$ cat src/design/mhc_pkg.sv
package mhc_pkg;

	// Number of vectoring iterations of the CORDIC (8 to 24).
	localparam int CORDIC_STEPS = 16;
	localparam int ATAN_LEN     = 24;
	localparam int STEP_W       = 5;

	// Datapath widths.
	localparam int RAW_W  = 16;              // joined sensor reading
	localparam int SPAN_W = RAW_W + 1;       // max - min
	localparam int REL_W  = RAW_W + 2;       // reading minus bound midpoint
	localparam int PROD_W = REL_W + SPAN_W;  // weighted axis value
	localparam int VEC_W  = PROD_W + 3;      // CORDIC x/y with gain headroom
	localparam int ATAN_W = 22;              // widest arctangent table entry
	localparam int ANG_W  = 26;              // Q16 degrees, signed

	localparam int CNT_W  = 10;
	localparam int HEAD_W = 9;

	localparam logic signed [RAW_W-1:0] BOUND_MIN_RESET = 16'sh7FFF;
	localparam logic signed [RAW_W-1:0] BOUND_MAX_RESET = 16'sh8000;
	localparam logic [CNT_W-1:0]        CAL_SAMPLES_RESET = 10'd100;

	localparam logic signed [ANG_W-1:0] DEG_Q16_90  = 26'sd5898240;
	localparam logic signed [ANG_W-1:0] DEG_Q16_180 = 26'sd11796480;
	localparam logic signed [ANG_W-1:0] DEG_Q16_360 = 26'sd23592960;
	localparam logic [HEAD_W-1:0]       HEADING_MAX = 9'd360;

	// Status bit positions.
	localparam int STAT_NEW  = 0;
	localparam int STAT_OVF  = 1;
	localparam int STAT_SKIP = 2;

	typedef enum logic [1:0] {
		OP_RESTART = 2'd0,
		OP_CAL     = 2'd1,
		OP_HEADING = 2'd2,
		OP_UNUSED  = 2'd3
	} opcode_t;

	typedef enum logic [2:0] {
		RC_OK      = 3'd0,
		RC_OVF     = 3'd1,
		RC_SKIP    = 3'd2,
		RC_NO_DATA = 3'd3,
		RC_SPAN    = 3'd4
	} result_code_t;

	typedef enum logic [2:0] {
		S_IDLE,
		S_EVAL,
		S_MUL_A,
		S_MUL_B,
		S_PRE,
		S_ITER,
		S_FIN,
		S_DONE
	} state_t;

	// Rounded atan(2^-i) in Q16 degrees.
	function automatic logic [ATAN_W-1:0] atan_q16(input logic [STEP_W-1:0] i);
		logic [ATAN_W-1:0] v;
		case (i)
			5'd0:    v = 22'd2949120;
			5'd1:    v = 22'd1740967;
			5'd2:    v = 22'd919879;
			5'd3:    v = 22'd466945;
			5'd4:    v = 22'd234379;
			5'd5:    v = 22'd117304;
			5'd6:    v = 22'd58666;
			5'd7:    v = 22'd29335;
			5'd8:    v = 22'd14668;
			5'd9:    v = 22'd7334;
			5'd10:   v = 22'd3667;
			5'd11:   v = 22'd1833;
			5'd12:   v = 22'd917;
			5'd13:   v = 22'd458;
			5'd14:   v = 22'd229;
			5'd15:   v = 22'd115;
			5'd16:   v = 22'd57;
			5'd17:   v = 22'd29;
			5'd18:   v = 22'd14;
			5'd19:   v = 22'd7;
			5'd20:   v = 22'd4;
			5'd21:   v = 22'd2;
			5'd22:   v = 22'd1;
			default: v = 22'd0;
		endcase
		return v;
	endfunction

endpackage

$ cat src/design/magnetometer_heading_calibrated_core.sv
// Compass heading core with hard-iron calibration. Each input transfer carries an
// opcode, three sensor status bits and the raw X/Y bytes; each produces exactly one
// output transfer. Opcode 0 clears the min/max bounds and the sample count. Opcode 1
// with new data widens the bounds until cal_samples samples are counted. Opcode 2
// with new data centers the reading on the bound midpoints, weights each axis by the
// span of the other and returns atan2 as a whole-degree heading in 0..360 (code 4
// if a span is not positive). Status priority is overflow, then skipped, then new
// data. Items other than headings go from S_EVAL straight to S_DONE; a heading item
// passes through S_MUL_A, S_MUL_B, S_PRE, the S_ITER iterations and S_FIN, with
// the single shared adder/shifter running one CORDIC iteration per cycle after two
// passes through one shared 18x17 multiplier. When the weighted Y term is zero the
// angle is exact and the iterations are skipped. The core is back in idle, and
// ready again, as the output register is loaded. A new input transfer is taken as
// soon as the core is back in idle, even while the previous result still waits in
// the output register. cal_samples is written through cfg_we/cfg_wdata and resets
// to 100; the user must write it only while the core is idle, the core itself
// does not enforce this.
module magnetometer_heading_calibrated_core (
	input  logic                         clk,
	input  logic                         arst_n,
	input  logic                         cfg_we,
	input  logic [mhc_pkg::CNT_W-1:0]    cfg_wdata,
	input  logic                         in_valid,
	output logic                         in_ready,
	input  logic [1:0]                   opcode,
	input  logic [2:0]                   sensor_status,
	input  logic [7:0]                   x_low_byte,
	input  logic [7:0]                   x_high_byte,
	input  logic [7:0]                   y_low_byte,
	input  logic [7:0]                   y_high_byte,
	output logic                         out_valid,
	input  logic                         out_ready,
	output logic [2:0]                   result_code,
	output logic [mhc_pkg::HEAD_W-1:0]   heading_deg,
	output logic [mhc_pkg::CNT_W-1:0]    samples_taken,
	output logic                         calibration_done
);
	import mhc_pkg::*;

	state_t state_q, state_d;

	// Captured input item.
	opcode_t                  op_q;
	logic [2:0]               status_q;
	logic signed [RAW_W-1:0]  raw_x_q, raw_y_q;

	// Calibration state.
	logic [CNT_W-1:0]         cal_samples_q;
	logic signed [RAW_W-1:0]  x_min_q, x_max_q, y_min_q, y_max_q;
	logic [CNT_W-1:0]         sample_count_q;

	// Heading datapath.
	logic signed [REL_W-1:0]  rx_q, ry_q;
	logic signed [SPAN_W-1:0] sx_q, sy_q;
	logic signed [PROD_W-1:0] a_q, b_q;
	logic signed [VEC_W-1:0]  cx_q, cy_q;
	logic signed [ANG_W-1:0]  z_q;
	logic [STEP_W-1:0]        step_q;

	result_code_t             code_q;
	logic [HEAD_W-1:0]        heading_q;

	// Output register.
	logic                     out_valid_q;
	result_code_t             out_code_q;
	logic [HEAD_W-1:0]        out_heading_q;
	logic [CNT_W-1:0]         out_samples_q;
	logic                     out_done_q;

	// Control.
	logic                     accept;
	logic                     out_load;
	logic                     heading_go;
	logic                     cal_take;
	result_code_t             code_d;

	// Combinational datapath.
	logic signed [SPAN_W-1:0] sx_d, sy_d, sum_x, sum_y, mid_x, mid_y;
	logic signed [REL_W-1:0]  rx_d, ry_d;
	logic signed [REL_W-1:0]  mul_l;
	logic signed [SPAN_W-1:0] mul_r;
	logic signed [PROD_W-1:0] prod;
	logic signed [VEC_W-1:0]  a_ext, b_ext, cx_sh, cy_sh;
	logic signed [ANG_W-1:0]  atan_ext, ang;
	logic                     new_data;

	assign accept = in_valid && in_ready;

	// Span and centered reading; the midpoint halving truncates toward zero.
	always_comb begin
		sx_d  = SPAN_W'(x_max_q) - SPAN_W'(x_min_q);
		sy_d  = SPAN_W'(y_max_q) - SPAN_W'(y_min_q);
		sum_x = SPAN_W'(x_max_q) + SPAN_W'(x_min_q);
		sum_y = SPAN_W'(y_max_q) + SPAN_W'(y_min_q);
		mid_x = (sum_x + $signed(SPAN_W'(sum_x[SPAN_W-1]))) >>> 1;
		mid_y = (sum_y + $signed(SPAN_W'(sum_y[SPAN_W-1]))) >>> 1;
		rx_d  = REL_W'(raw_x_q) - REL_W'(mid_x);
		ry_d  = REL_W'(raw_y_q) - REL_W'(mid_y);
	end

	// Status priority and the decision made on a captured item.
	always_comb begin
		new_data   = 1'b0;
		code_d     = RC_OK;
		heading_go = 1'b0;
		if (op_q == OP_CAL || op_q == OP_HEADING) begin
			if (status_q[STAT_OVF]) begin
				code_d = RC_OVF;
			end else if (status_q[STAT_SKIP]) begin
				code_d = RC_SKIP;
			end else if (!status_q[STAT_NEW]) begin
				code_d = RC_NO_DATA;
			end else begin
				new_data = 1'b1;
				if (op_q == OP_HEADING) begin
					if (sx_d <= 0 || sy_d <= 0) begin
						code_d = RC_SPAN;
					end else begin
						heading_go = 1'b1;
					end
				end
			end
		end
		cal_take = new_data && op_q == OP_CAL && sample_count_q < cal_samples_q;
	end

	// Shared multiplier: ry*sx first, then rx*sy.
	assign mul_l = (state_q == S_MUL_A) ? ry_q : rx_q;
	assign mul_r = (state_q == S_MUL_A) ? sx_q : sy_q;
	assign prod  = mul_l * mul_r;

	// Shared CORDIC adder/shifter operands.
	assign a_ext    = VEC_W'(a_q);
	assign b_ext    = VEC_W'(b_q);
	assign cx_sh    = cx_q >>> step_q;
	assign cy_sh    = cy_q >>> step_q;
	assign atan_ext = $signed(ANG_W'(atan_q16(step_q)));
	assign ang      = (z_q <= 0) ? z_q + DEG_Q16_360 : z_q;

	assign out_load = (state_q == S_DONE) && (!out_valid_q || out_ready);

	// Sequencer.
	always_comb begin
		state_d  = state_q;
		in_ready = 1'b0;
		case (state_q)
			S_IDLE: begin
				in_ready = 1'b1;
				if (in_valid) begin
					state_d = S_EVAL;
				end
			end
			S_EVAL: begin
				state_d = heading_go ? S_MUL_A : S_DONE;
			end
			S_MUL_A: state_d = S_MUL_B;
			S_MUL_B: state_d = S_PRE;
			S_PRE: begin
				state_d = (a_q == 0) ? S_FIN : S_ITER;
			end
			S_ITER: begin
				if (step_q == STEP_W'(CORDIC_STEPS - 1)) begin
					state_d = S_FIN;
				end
			end
			S_FIN: state_d = S_DONE;
			S_DONE: begin
				if (out_load) begin
					state_d = S_IDLE;
				end
			end
			default: state_d = S_IDLE;
		endcase
	end

	always_ff @(posedge clk or negedge arst_n) begin
		if (!arst_n) begin
			state_q <= S_IDLE;
		end else begin
			state_q <= state_d;
		end
	end

	// Configuration register and calibration state.
	always_ff @(posedge clk or negedge arst_n) begin
		if (!arst_n) begin
			cal_samples_q  <= CAL_SAMPLES_RESET;
			x_min_q        <= BOUND_MIN_RESET;
			x_max_q        <= BOUND_MAX_RESET;
			y_min_q        <= BOUND_MIN_RESET;
			y_max_q        <= BOUND_MAX_RESET;
			sample_count_q <= '0;
		end else begin
			if (cfg_we) begin
				cal_samples_q <= cfg_wdata;
			end
			if (state_q == S_EVAL) begin
				if (op_q == OP_RESTART) begin
					x_min_q        <= BOUND_MIN_RESET;
					x_max_q        <= BOUND_MAX_RESET;
					y_min_q        <= BOUND_MIN_RESET;
					y_max_q        <= BOUND_MAX_RESET;
					sample_count_q <= '0;
				end else if (cal_take) begin
					sample_count_q <= sample_count_q + CNT_W'(1);
					if (raw_x_q < x_min_q) x_min_q <= raw_x_q;
					if (raw_x_q > x_max_q) x_max_q <= raw_x_q;
					if (raw_y_q < y_min_q) y_min_q <= raw_y_q;
					if (raw_y_q > y_max_q) y_max_q <= raw_y_q;
				end
			end
		end
	end

	// Item capture and heading datapath.
	always_ff @(posedge clk) begin
		if (accept) begin
			op_q     <= opcode_t'(opcode);
			status_q <= sensor_status;
			raw_x_q  <= $signed({x_high_byte, x_low_byte});
			raw_y_q  <= $signed({y_high_byte, y_low_byte});
		end
		case (state_q)
			S_EVAL: begin
				code_q    <= code_d;
				heading_q <= '0;
				rx_q      <= rx_d;
				ry_q      <= ry_d;
				sx_q      <= sx_d;
				sy_q      <= sy_d;
			end
			S_MUL_A: a_q <= prod;
			S_MUL_B: b_q <= prod;
			S_PRE: begin
				step_q <= '0;
				if (a_q == 0) begin
					z_q <= (b_q < 0) ? DEG_Q16_180 : '0;
				end else if (b_q < 0) begin
					if (a_q > 0) begin
						cx_q <= a_ext;
						cy_q <= -b_ext;
						z_q  <= DEG_Q16_90;
					end else begin
						cx_q <= -a_ext;
						cy_q <= b_ext;
						z_q  <= -DEG_Q16_90;
					end
				end else begin
					cx_q <= b_ext;
					cy_q <= a_ext;
					z_q  <= '0;
				end
			end
			S_ITER: begin
				step_q <= step_q + STEP_W'(1);
				if (cy_q >= 0) begin
					cx_q <= cx_q + cy_sh;
					cy_q <= cy_q - cx_sh;
					z_q  <= z_q + atan_ext;
				end else begin
					cx_q <= cx_q - cy_sh;
					cy_q <= cy_q + cx_sh;
					z_q  <= z_q - atan_ext;
				end
			end
			S_FIN: begin
				if (ang[ANG_W-2:16] > (ANG_W-17)'(HEADING_MAX)) begin
					heading_q <= HEADING_MAX;
				end else begin
					heading_q <= ang[16 +: HEAD_W];
				end
			end
			default: ;
		endcase
	end

	// Output register; the next item may be taken while it still waits.
	always_ff @(posedge clk or negedge arst_n) begin
		if (!arst_n) begin
			out_valid_q <= 1'b0;
		end else if (out_load) begin
			out_valid_q <= 1'b1;
		end else if (out_ready) begin
			out_valid_q <= 1'b0;
		end
	end

	always_ff @(posedge clk) begin
		if (out_load) begin
			out_code_q    <= code_q;
			out_heading_q <= heading_q;
			out_samples_q <= sample_count_q;
			out_done_q    <= (sample_count_q >= cal_samples_q);
		end
	end

	assign out_valid        = out_valid_q;
	assign result_code      = out_code_q;
	assign heading_deg      = out_heading_q;
	assign samples_taken    = out_samples_q;
	assign calibration_done = out_done_q;

	// A heading other than zero only comes with a good result.
	a_heading_only_ok: assert property (@(posedge clk) disable iff (!arst_n)
		out_valid && heading_deg != '0 |-> result_code == RC_OK)
		else $error("heading reported with an error code");

	a_heading_range: assert property (@(posedge clk) disable iff (!arst_n)
		out_valid |-> heading_deg <= HEADING_MAX)
		else $error("heading above 360 degrees");

	// The completion flag agrees with the count while no configuration write happens.
	a_done_flag: assert property (@(posedge clk) disable iff (!arst_n)
		out_valid && !$past(cfg_we) && !cfg_we |->
			calibration_done == (samples_taken >= cal_samples_q))
		else $error("calibration_done disagrees with samples_taken");

	a_step_bound: assert property (@(posedge clk) disable iff (!arst_n)
		state_q == S_ITER |-> step_q < STEP_W'(CORDIC_STEPS))
		else $error("CORDIC step counter overran");

endmodule
$ cat config.mk
export PLATFORM = sky130hd
export DESIGN_NAME = magnetometer_heading_calibrated_core
export DESIGN_NICKNAME = d
export VERILOG_FILES = /design/src/design/mhc_pkg.sv /design/src/design/magnetometer_heading_calibrated_core.sv
export SDC_FILE = /design/constraint.sdc
export NUM_CORES = 2
export LEC_CHECK = 0
export BUFFER_PORTS_ARGS = -buffer_cell sky130_fd_sc_hd__buf_2
export CORE_MARGIN = 4
export CORE_UTILIZATION = 65
export CTS_CLUSTER_SIZE = 8
export DETAILED_ROUTE_END_ITERATION = 6
export PLACE_DENSITY = 0.89
export REMOVE_ABC_BUFFERS = 1
export SLEW_MARGIN = 20
export SYNTH_ARGS = -nofsm -noshare
export SYNTH_HDL_FRONTEND = slang
export SYNTH_SLANG_ARGS = --single-unit
export TNS_END_PERCENT = 1
$ cat constraint.sdc
create_clock -name clk -period 11 [get_ports clk]
set_input_delay 1.65 -clock clk [delete_from_list [all_inputs] [get_ports clk]]
set_output_delay 1.65 -clock clk [all_outputs]
set_load 0.005 [all_outputs]
# ---- Word-level counts from Yosys, hierarchy flattened
# Memory sizes are Yosys's and may differ from the RTL's. A register that Yosys moved wholly into a read port is not among the register bits.
# Cells that the tools add are included.
# Widths: inputs -> output; s select.
dict set report word_totals {
  regBits 407
  romBits 704
  inputBits 52
  out_inout_bits 25
  word_cells 172
  n_memories 1
}
dict set report op_classes {
  add_sub_neg 19
  n_mul 1
  n_lt_le_gt_ge 13
  n_eq_ne 14
  shifts 2
  mux 61
  n_bitwise 3
  reduce_logical 28
}
# memory depth word_bits read_ports rd_ports_with_merged_regs wr line
set mem_list {}
lappend mem_list {{(name not given)} 32 22 1 1 0 mhc_pkg.sv:63} ;# case (i)
# op count
set op_table {}
lappend op_table {{$mux 38} 8}
lappend op_table {{$mux 16} 12}
lappend op_table {{$pmux 38 s2} 2}
lappend op_table {{$mux 26} 4}
lappend op_table {{$add 38x38->38} 2}
lappend op_table {{$neg 35->38} 2}
lappend op_table {{$sshr 38x5->38} 2}
lappend op_table {{$sub 38x38->38} 2}
lappend op_table {{$sub 16x16->17} 4}
lappend op_table {{$pmux 26 s2} 1}
lappend op_table {{$ge 38x1->1 const B} 1}
lappend op_table {{$gt 35x1->1 const B} 1}
lappend op_table {{$logic_not 35->1} 1}
lappend op_table {{$lt 35x1->1 const B} 1}
lappend op_table {{$mul 18x17->35} 1}
lappend op_table {{$add 16x16->17} 2}
lappend op_table {{$add 17x2->17} 2}
lappend op_table {{$le 17x1->1 const B} 2}
lappend op_table {{$gt 16x16->1} 2}
lappend op_table {{$lt 16x16->1} 2}
lappend op_table {{$add 26x23->26} 1}
lappend op_table {{$le 26x1->1 const B} 1}
lappend op_table {{$sub 26x23->26} 1}
lappend op_table {{$add 25x25->25 const B} 1}
lappend op_table {{other kinds (36)} 83}

# ---- Depth between registers and ports, before layout
dict set report depth {
  word_depth 11
  ltp_mapped 32
  ltp_nobuf 28
}

# ---- Worst setup path before layout
# OpenSTA, ideal clock, no wires.
dict set report synth_path {
  kind {reg2reg}
  startpoint {register state_q[1]}
  endpoint {register a_q[33], data pin}
  setup_time_ns 0.262
  arrival_time_ns 9.010
  t_required_ns 10.738
  path_slack_ns 1.727
  path_stages_with_launch 29
  n_path_buf 3
  synth_period_minus_slack_ns 9.273
  cell_sequence {dfrtp_1 clkbuf_1 inv_1 nor3_1 clkbuf_1 clkbuf_1 mux2_2 nand2_1 fa_1 fa_1 inv_1 fa_1 fa_1 inv_1 fa_1 fa_1 inv_1 ha_1 a21o_1 a21o_1 a21o_1 a2111oi_0 o31ai_1 o41ai_1 o21bai_1 a21o_1 a41o_1 a21oi_1 xnor2_1}
}
dict set report synth_between {
  elab_chain_len 3
  word_cells_on_any_way 4
  classes_between {mul (1); eq/ne (1); mux (2)}
}
# item line
set synth_rtl {}
lappend synth_rtl {{start: declaration} magnetometer_heading_calibrated_core.sv:40} ;# state_t state_q, state_d;
lappend synth_rtl {{start signal: assignment} magnetometer_heading_calibrated_core.sv:180} ;# state_q <= state_d;
lappend synth_rtl {{$eq 3x2->1 *} {magnetometer_heading_calibrated_core.sv:128, magnetometer_heading_calibrated_core.sv:129}}
lappend synth_rtl {{$mux 18 / $mux 17 (equally long branches)} {magnetometer_heading_calibrated_core.sv:128, magnetometer_heading_calibrated_core.sv:129}}
lappend synth_rtl {{$mul 18x17->35 *} magnetometer_heading_calibrated_core.sv:130} ;# assign prod = mul_l * mul_r;
lappend synth_rtl {{via prod[33]} magnetometer_heading_calibrated_core.sv:82} ;# logic signed [PROD_W-1:0] prod;
lappend synth_rtl {{end signal: assignment} magnetometer_heading_calibrated_core.sv:232} ;# S_MUL_A: a_q <= prod;
lappend synth_rtl {{end: declaration} magnetometer_heading_calibrated_core.sv:55} ;# logic signed [PROD_W-1:0] a_q, b_q;
# The timed path passes the listed nets; every way through them passes the cells marked *.
# A chain may end at the register's enable or synchronous reset.

# ---- Worst setup path after layout
dict set report layout_path {
  startpoint {register state_q[1]}
  endpoint {register a_q[31], data pin}
}
# The elaborated chain is that of the path after synthesis.

==> results.py <==
metrics = {
    "drt": {
        "wl_mm": 135.7,
        "drc_errors": 3,
        "dr.pass1.iters": 7,
        "wl_per_cell_microns": 22.81,
        "dr_total_vias": 39201,
        "viasPerCell": 6.590,
        "ant_nets": 0,
        "dr.first_iter.drc_count": 4475,
    },
    "logic_synthesis": {
        "synth-edff-count": 317,
        "synth_top_area_cell": "edfxtp_1",
        "synth_most_common_cell": "inv_1",
        "synth_simple_gate_area_share_pct": 13.96,
        "synthTopCellsByCount": "inv_1 (498), nor2_1 (448), nand2_1 (422), ha_1 (373), edfxtp_1 (317)",
        "muxShareOfSynthArea_pct": 7.218,
        "ys_seq_elements": 427,
        "synth.distinct_cells": 98,
        "yosysTopAreaCellShare_pct": 20.46,
        "ys_top_cells_by_area": "edfxtp_1 (20%), fa_1 (13%), ha_1 (10%)",
        "netlist_area_sq_um": 46520,
        "async_flop_share_pct": 20.61,
        "synthAdderAreaFrac_pct": 23.37,
        "ys_seq_area_share_pct": 26.24,
        "synthXorXnorAreaFrac_pct": 7.154,
        "avgSynthCellArea_sq_um": 9.363,
        "syn_inst": 4969,
        "synth_top_family_by_area": "adder cells",
        "synth_compound_area_share_pct": 16.19,
        "synth-main-ff-cell": "edfxtp_1",
        "yosys_warnings": 0,
    },
    "cts": {
        "root_buffer": "clkbuf_16",
        "htreeDepth": 2,
        "cts_tree": "built",
        "cts_buffers": 60,
        "post_cts_buffers": 0,
        "hold_buffers": 0,
        "clk_pin_slew_ns": 0.06,
        "clk_latency_ns": 0.65,
        "cts_sinks": 427,
        "clockBufferDepth": 3,
        "cts_resized": 0,
    },
    "global_routing": {
        "grt_pass1_wl_mm": 213.8,
        "grtUsageTotal_pct": 35.62,
        "grt_max_degree": 113,
        "grt_antenna_before_repair": 2,
        "grt_pass1_vias": 38955,
        "grt-ovfl-total": 0,
    },
    "worst_setup_path": {
        "crit_top_cell": "fa_1",
        "r2r_cells": 27,
        "end_kind": "flop",
        "cp-start-kind": "flop",
        "required_ns": 11.35,
        "reg2reg_slack_ns": 1.75,
        "crit_end": "a_q[31]",
        "path_buf_inv": 6,
        "crit_path_top_delay_cell": "mux2i_1",
        "worstPathMaxFanout": 93,
        "startpoint": "state_q[1]",
        "crit-reg2reg-launch": "state_q[1]",
        "crit_family": "adder cells",
        "crit_cells": 27,
        "worstSetupPathType": "reg -> reg",
        "arrival_ns": 9.60,
        "slowest_delay_ns": 0.81,
        "rr_endpoint": "a_q[31]",
    },
    "status": {
        "violations": "DRC",
        "status": "finished with violations",
    },
    "timing": {
        "slew_violations": 0,
        "hold_viol": 0,
        "fin_hold_ws_ns": 0.4152,
        "fmax_ghz": 0.1082,
        "finalSetupViolCount": 0,
        "relSlewSlack_pct": 21.80,
        "skew_ns": 0.06321,
        "layout_min_cycle_time_ns": 9.245,
        "worst_pin_slew_ns": 1.140,
        "grt_setup_unrepaired": "no",
        "finalCritPeriodShare_pct": 84.05,
    },
    "place": {
        "place_hpwl_mm": 102.4,
        "port_buffers": 76,
        "gp_congestion": 0.9991,
    },
    "finish": {
        "area_delta_synth_final_pct": 6.347,
        "seq_area_sq_um": 12210,
        "fill_cells": 5077,
        "layout-drive-gt1-share_pct": 8.869,
        "multiInputGateArea_sq_um": 31630,
        "final_nets": 5698,
    },
    "die": {
        "io_pins": 77,
        "fp.dieH_microns": 275.5,
        "initial_core_util_pct": 65.98,
        "core_area_sq_um": 70510,
        "rows": 97,
        "design.die.area_sq_um": 75920,
        "fp.dieW_microns": 275.5,
    },
    "min_path": {
        "min_path_type": "reg -> reg",
        "hold_depth": 0,
    },
    "flow_run": {
        "cap_viol_max_count": 0,
    },
}
## worst min-delay path by stage
stage	start	to	slack, ns
5_1_grt	heading_q[0]	heading_deg[0]	0.42
2_1_floorplan	heading_q[0]	heading_deg[0]	0.40
4_1_cts	heading_q[4]	heading_deg[4]	0.41
3_5_place_dp	heading_q[4]	heading_deg[4]	0.41
6_report	heading_q[4]	heading_deg[4]	0.42
3_3_place_gp	code_q[0]	result_code[0]	0.40
## state kept, by name, summed over array words and instances (netlist names), 17 cells and up
register  cells
sy_q         17
z_q          26
cy_q         38
cx_q         38
ry_q         17
a_q          35
atan_ext     22
b_q          35
rx_q         17
sx_q         17
## stage by stage
| step | utilization (%) | std cells | instance area (sq um) | TNS (ns) | setup slack [ns] |
|---|---|---|---|---|---|
| after floorplan | - | 4770 | 45670 | -256.79 | -5.637 |
| after global placement | 67.67 | 5841 | 47710 | 0 | 2.345 |
| after detailed placement | 67.67 | 5841 | 47710 | 0 | 2.064 |
| after CTS | 70.14 | 5946 | 49450 | 0 | 1.870 |
| after global routing | 70.16 | 5948 | 49470 | 0 | 1.334 |
| final | 70.17 | 5949 | 49480 | 0 | 1.755 |
## cells in the final DEF (no fill, tap or decap), types with 28 or more instances in the layout
cell type  count
o21bai_1      32
mux4_2        76
a211oi_1      28
a21o_1        91
or3_1         39
clkbuf_1      39
buf_4         53
nor2b_1       51
nand3_1       79
nand2_1      421
or2_2         30
o21ai_0      270
inv_1        497
ha_1         373
o211ai_1      73
a22o_1        38
mux2i_1       85
nor3_1        88
o22ai_1       32
dfstp_2       35
dfrtp_1       53
edfxtp_1     317
o21a_1        44
fa_1         310
clkbuf_16     60
mux2_2        59
buf_2         75
nand2b_1      53
xor2_1       152
nor2_1       444
a21oi_1      291
and3_1        36
o31ai_1       47
xnor2_1      228
## kinds of logic (layout without fill, tap and decap cells)
kind of cell,after synthesis,in the layout
AOI/OAI and AO/OA,1161,1161
DFF,427,427
and+or+nand+nor,1393,1393
xor gates and xnor gates,380,380
muxes,225,225
buffers and inverters,700,737
other,0,3
adders and majority gates,683,683
## layout make-up
type | count | share of cell area (%)
Timing Repair Buffer | 131 | 1.684
Antenna cell | 3 | 0.01517
Inverter | 501 | 3.801
Clock inverter | 5 | 0.1593
Multi-Input combinational cell | 3842 | 63.94
Clock buffer | 100 | 3.358
Sequential cell | 427 | 24.67
Tap cell | 940 | 2.377
## layer usage
layer / wire length, microns / track usage [%]
met1: 51380 / 45.10
met2: 65410 / 60.02
met3: 11100 / 5.468
met4: 7803 / 17.57
met5: 0 / 0
Power is not shown: default switching activity piles up to over one toggle a cycle in this logic, so the estimate is an artifact.
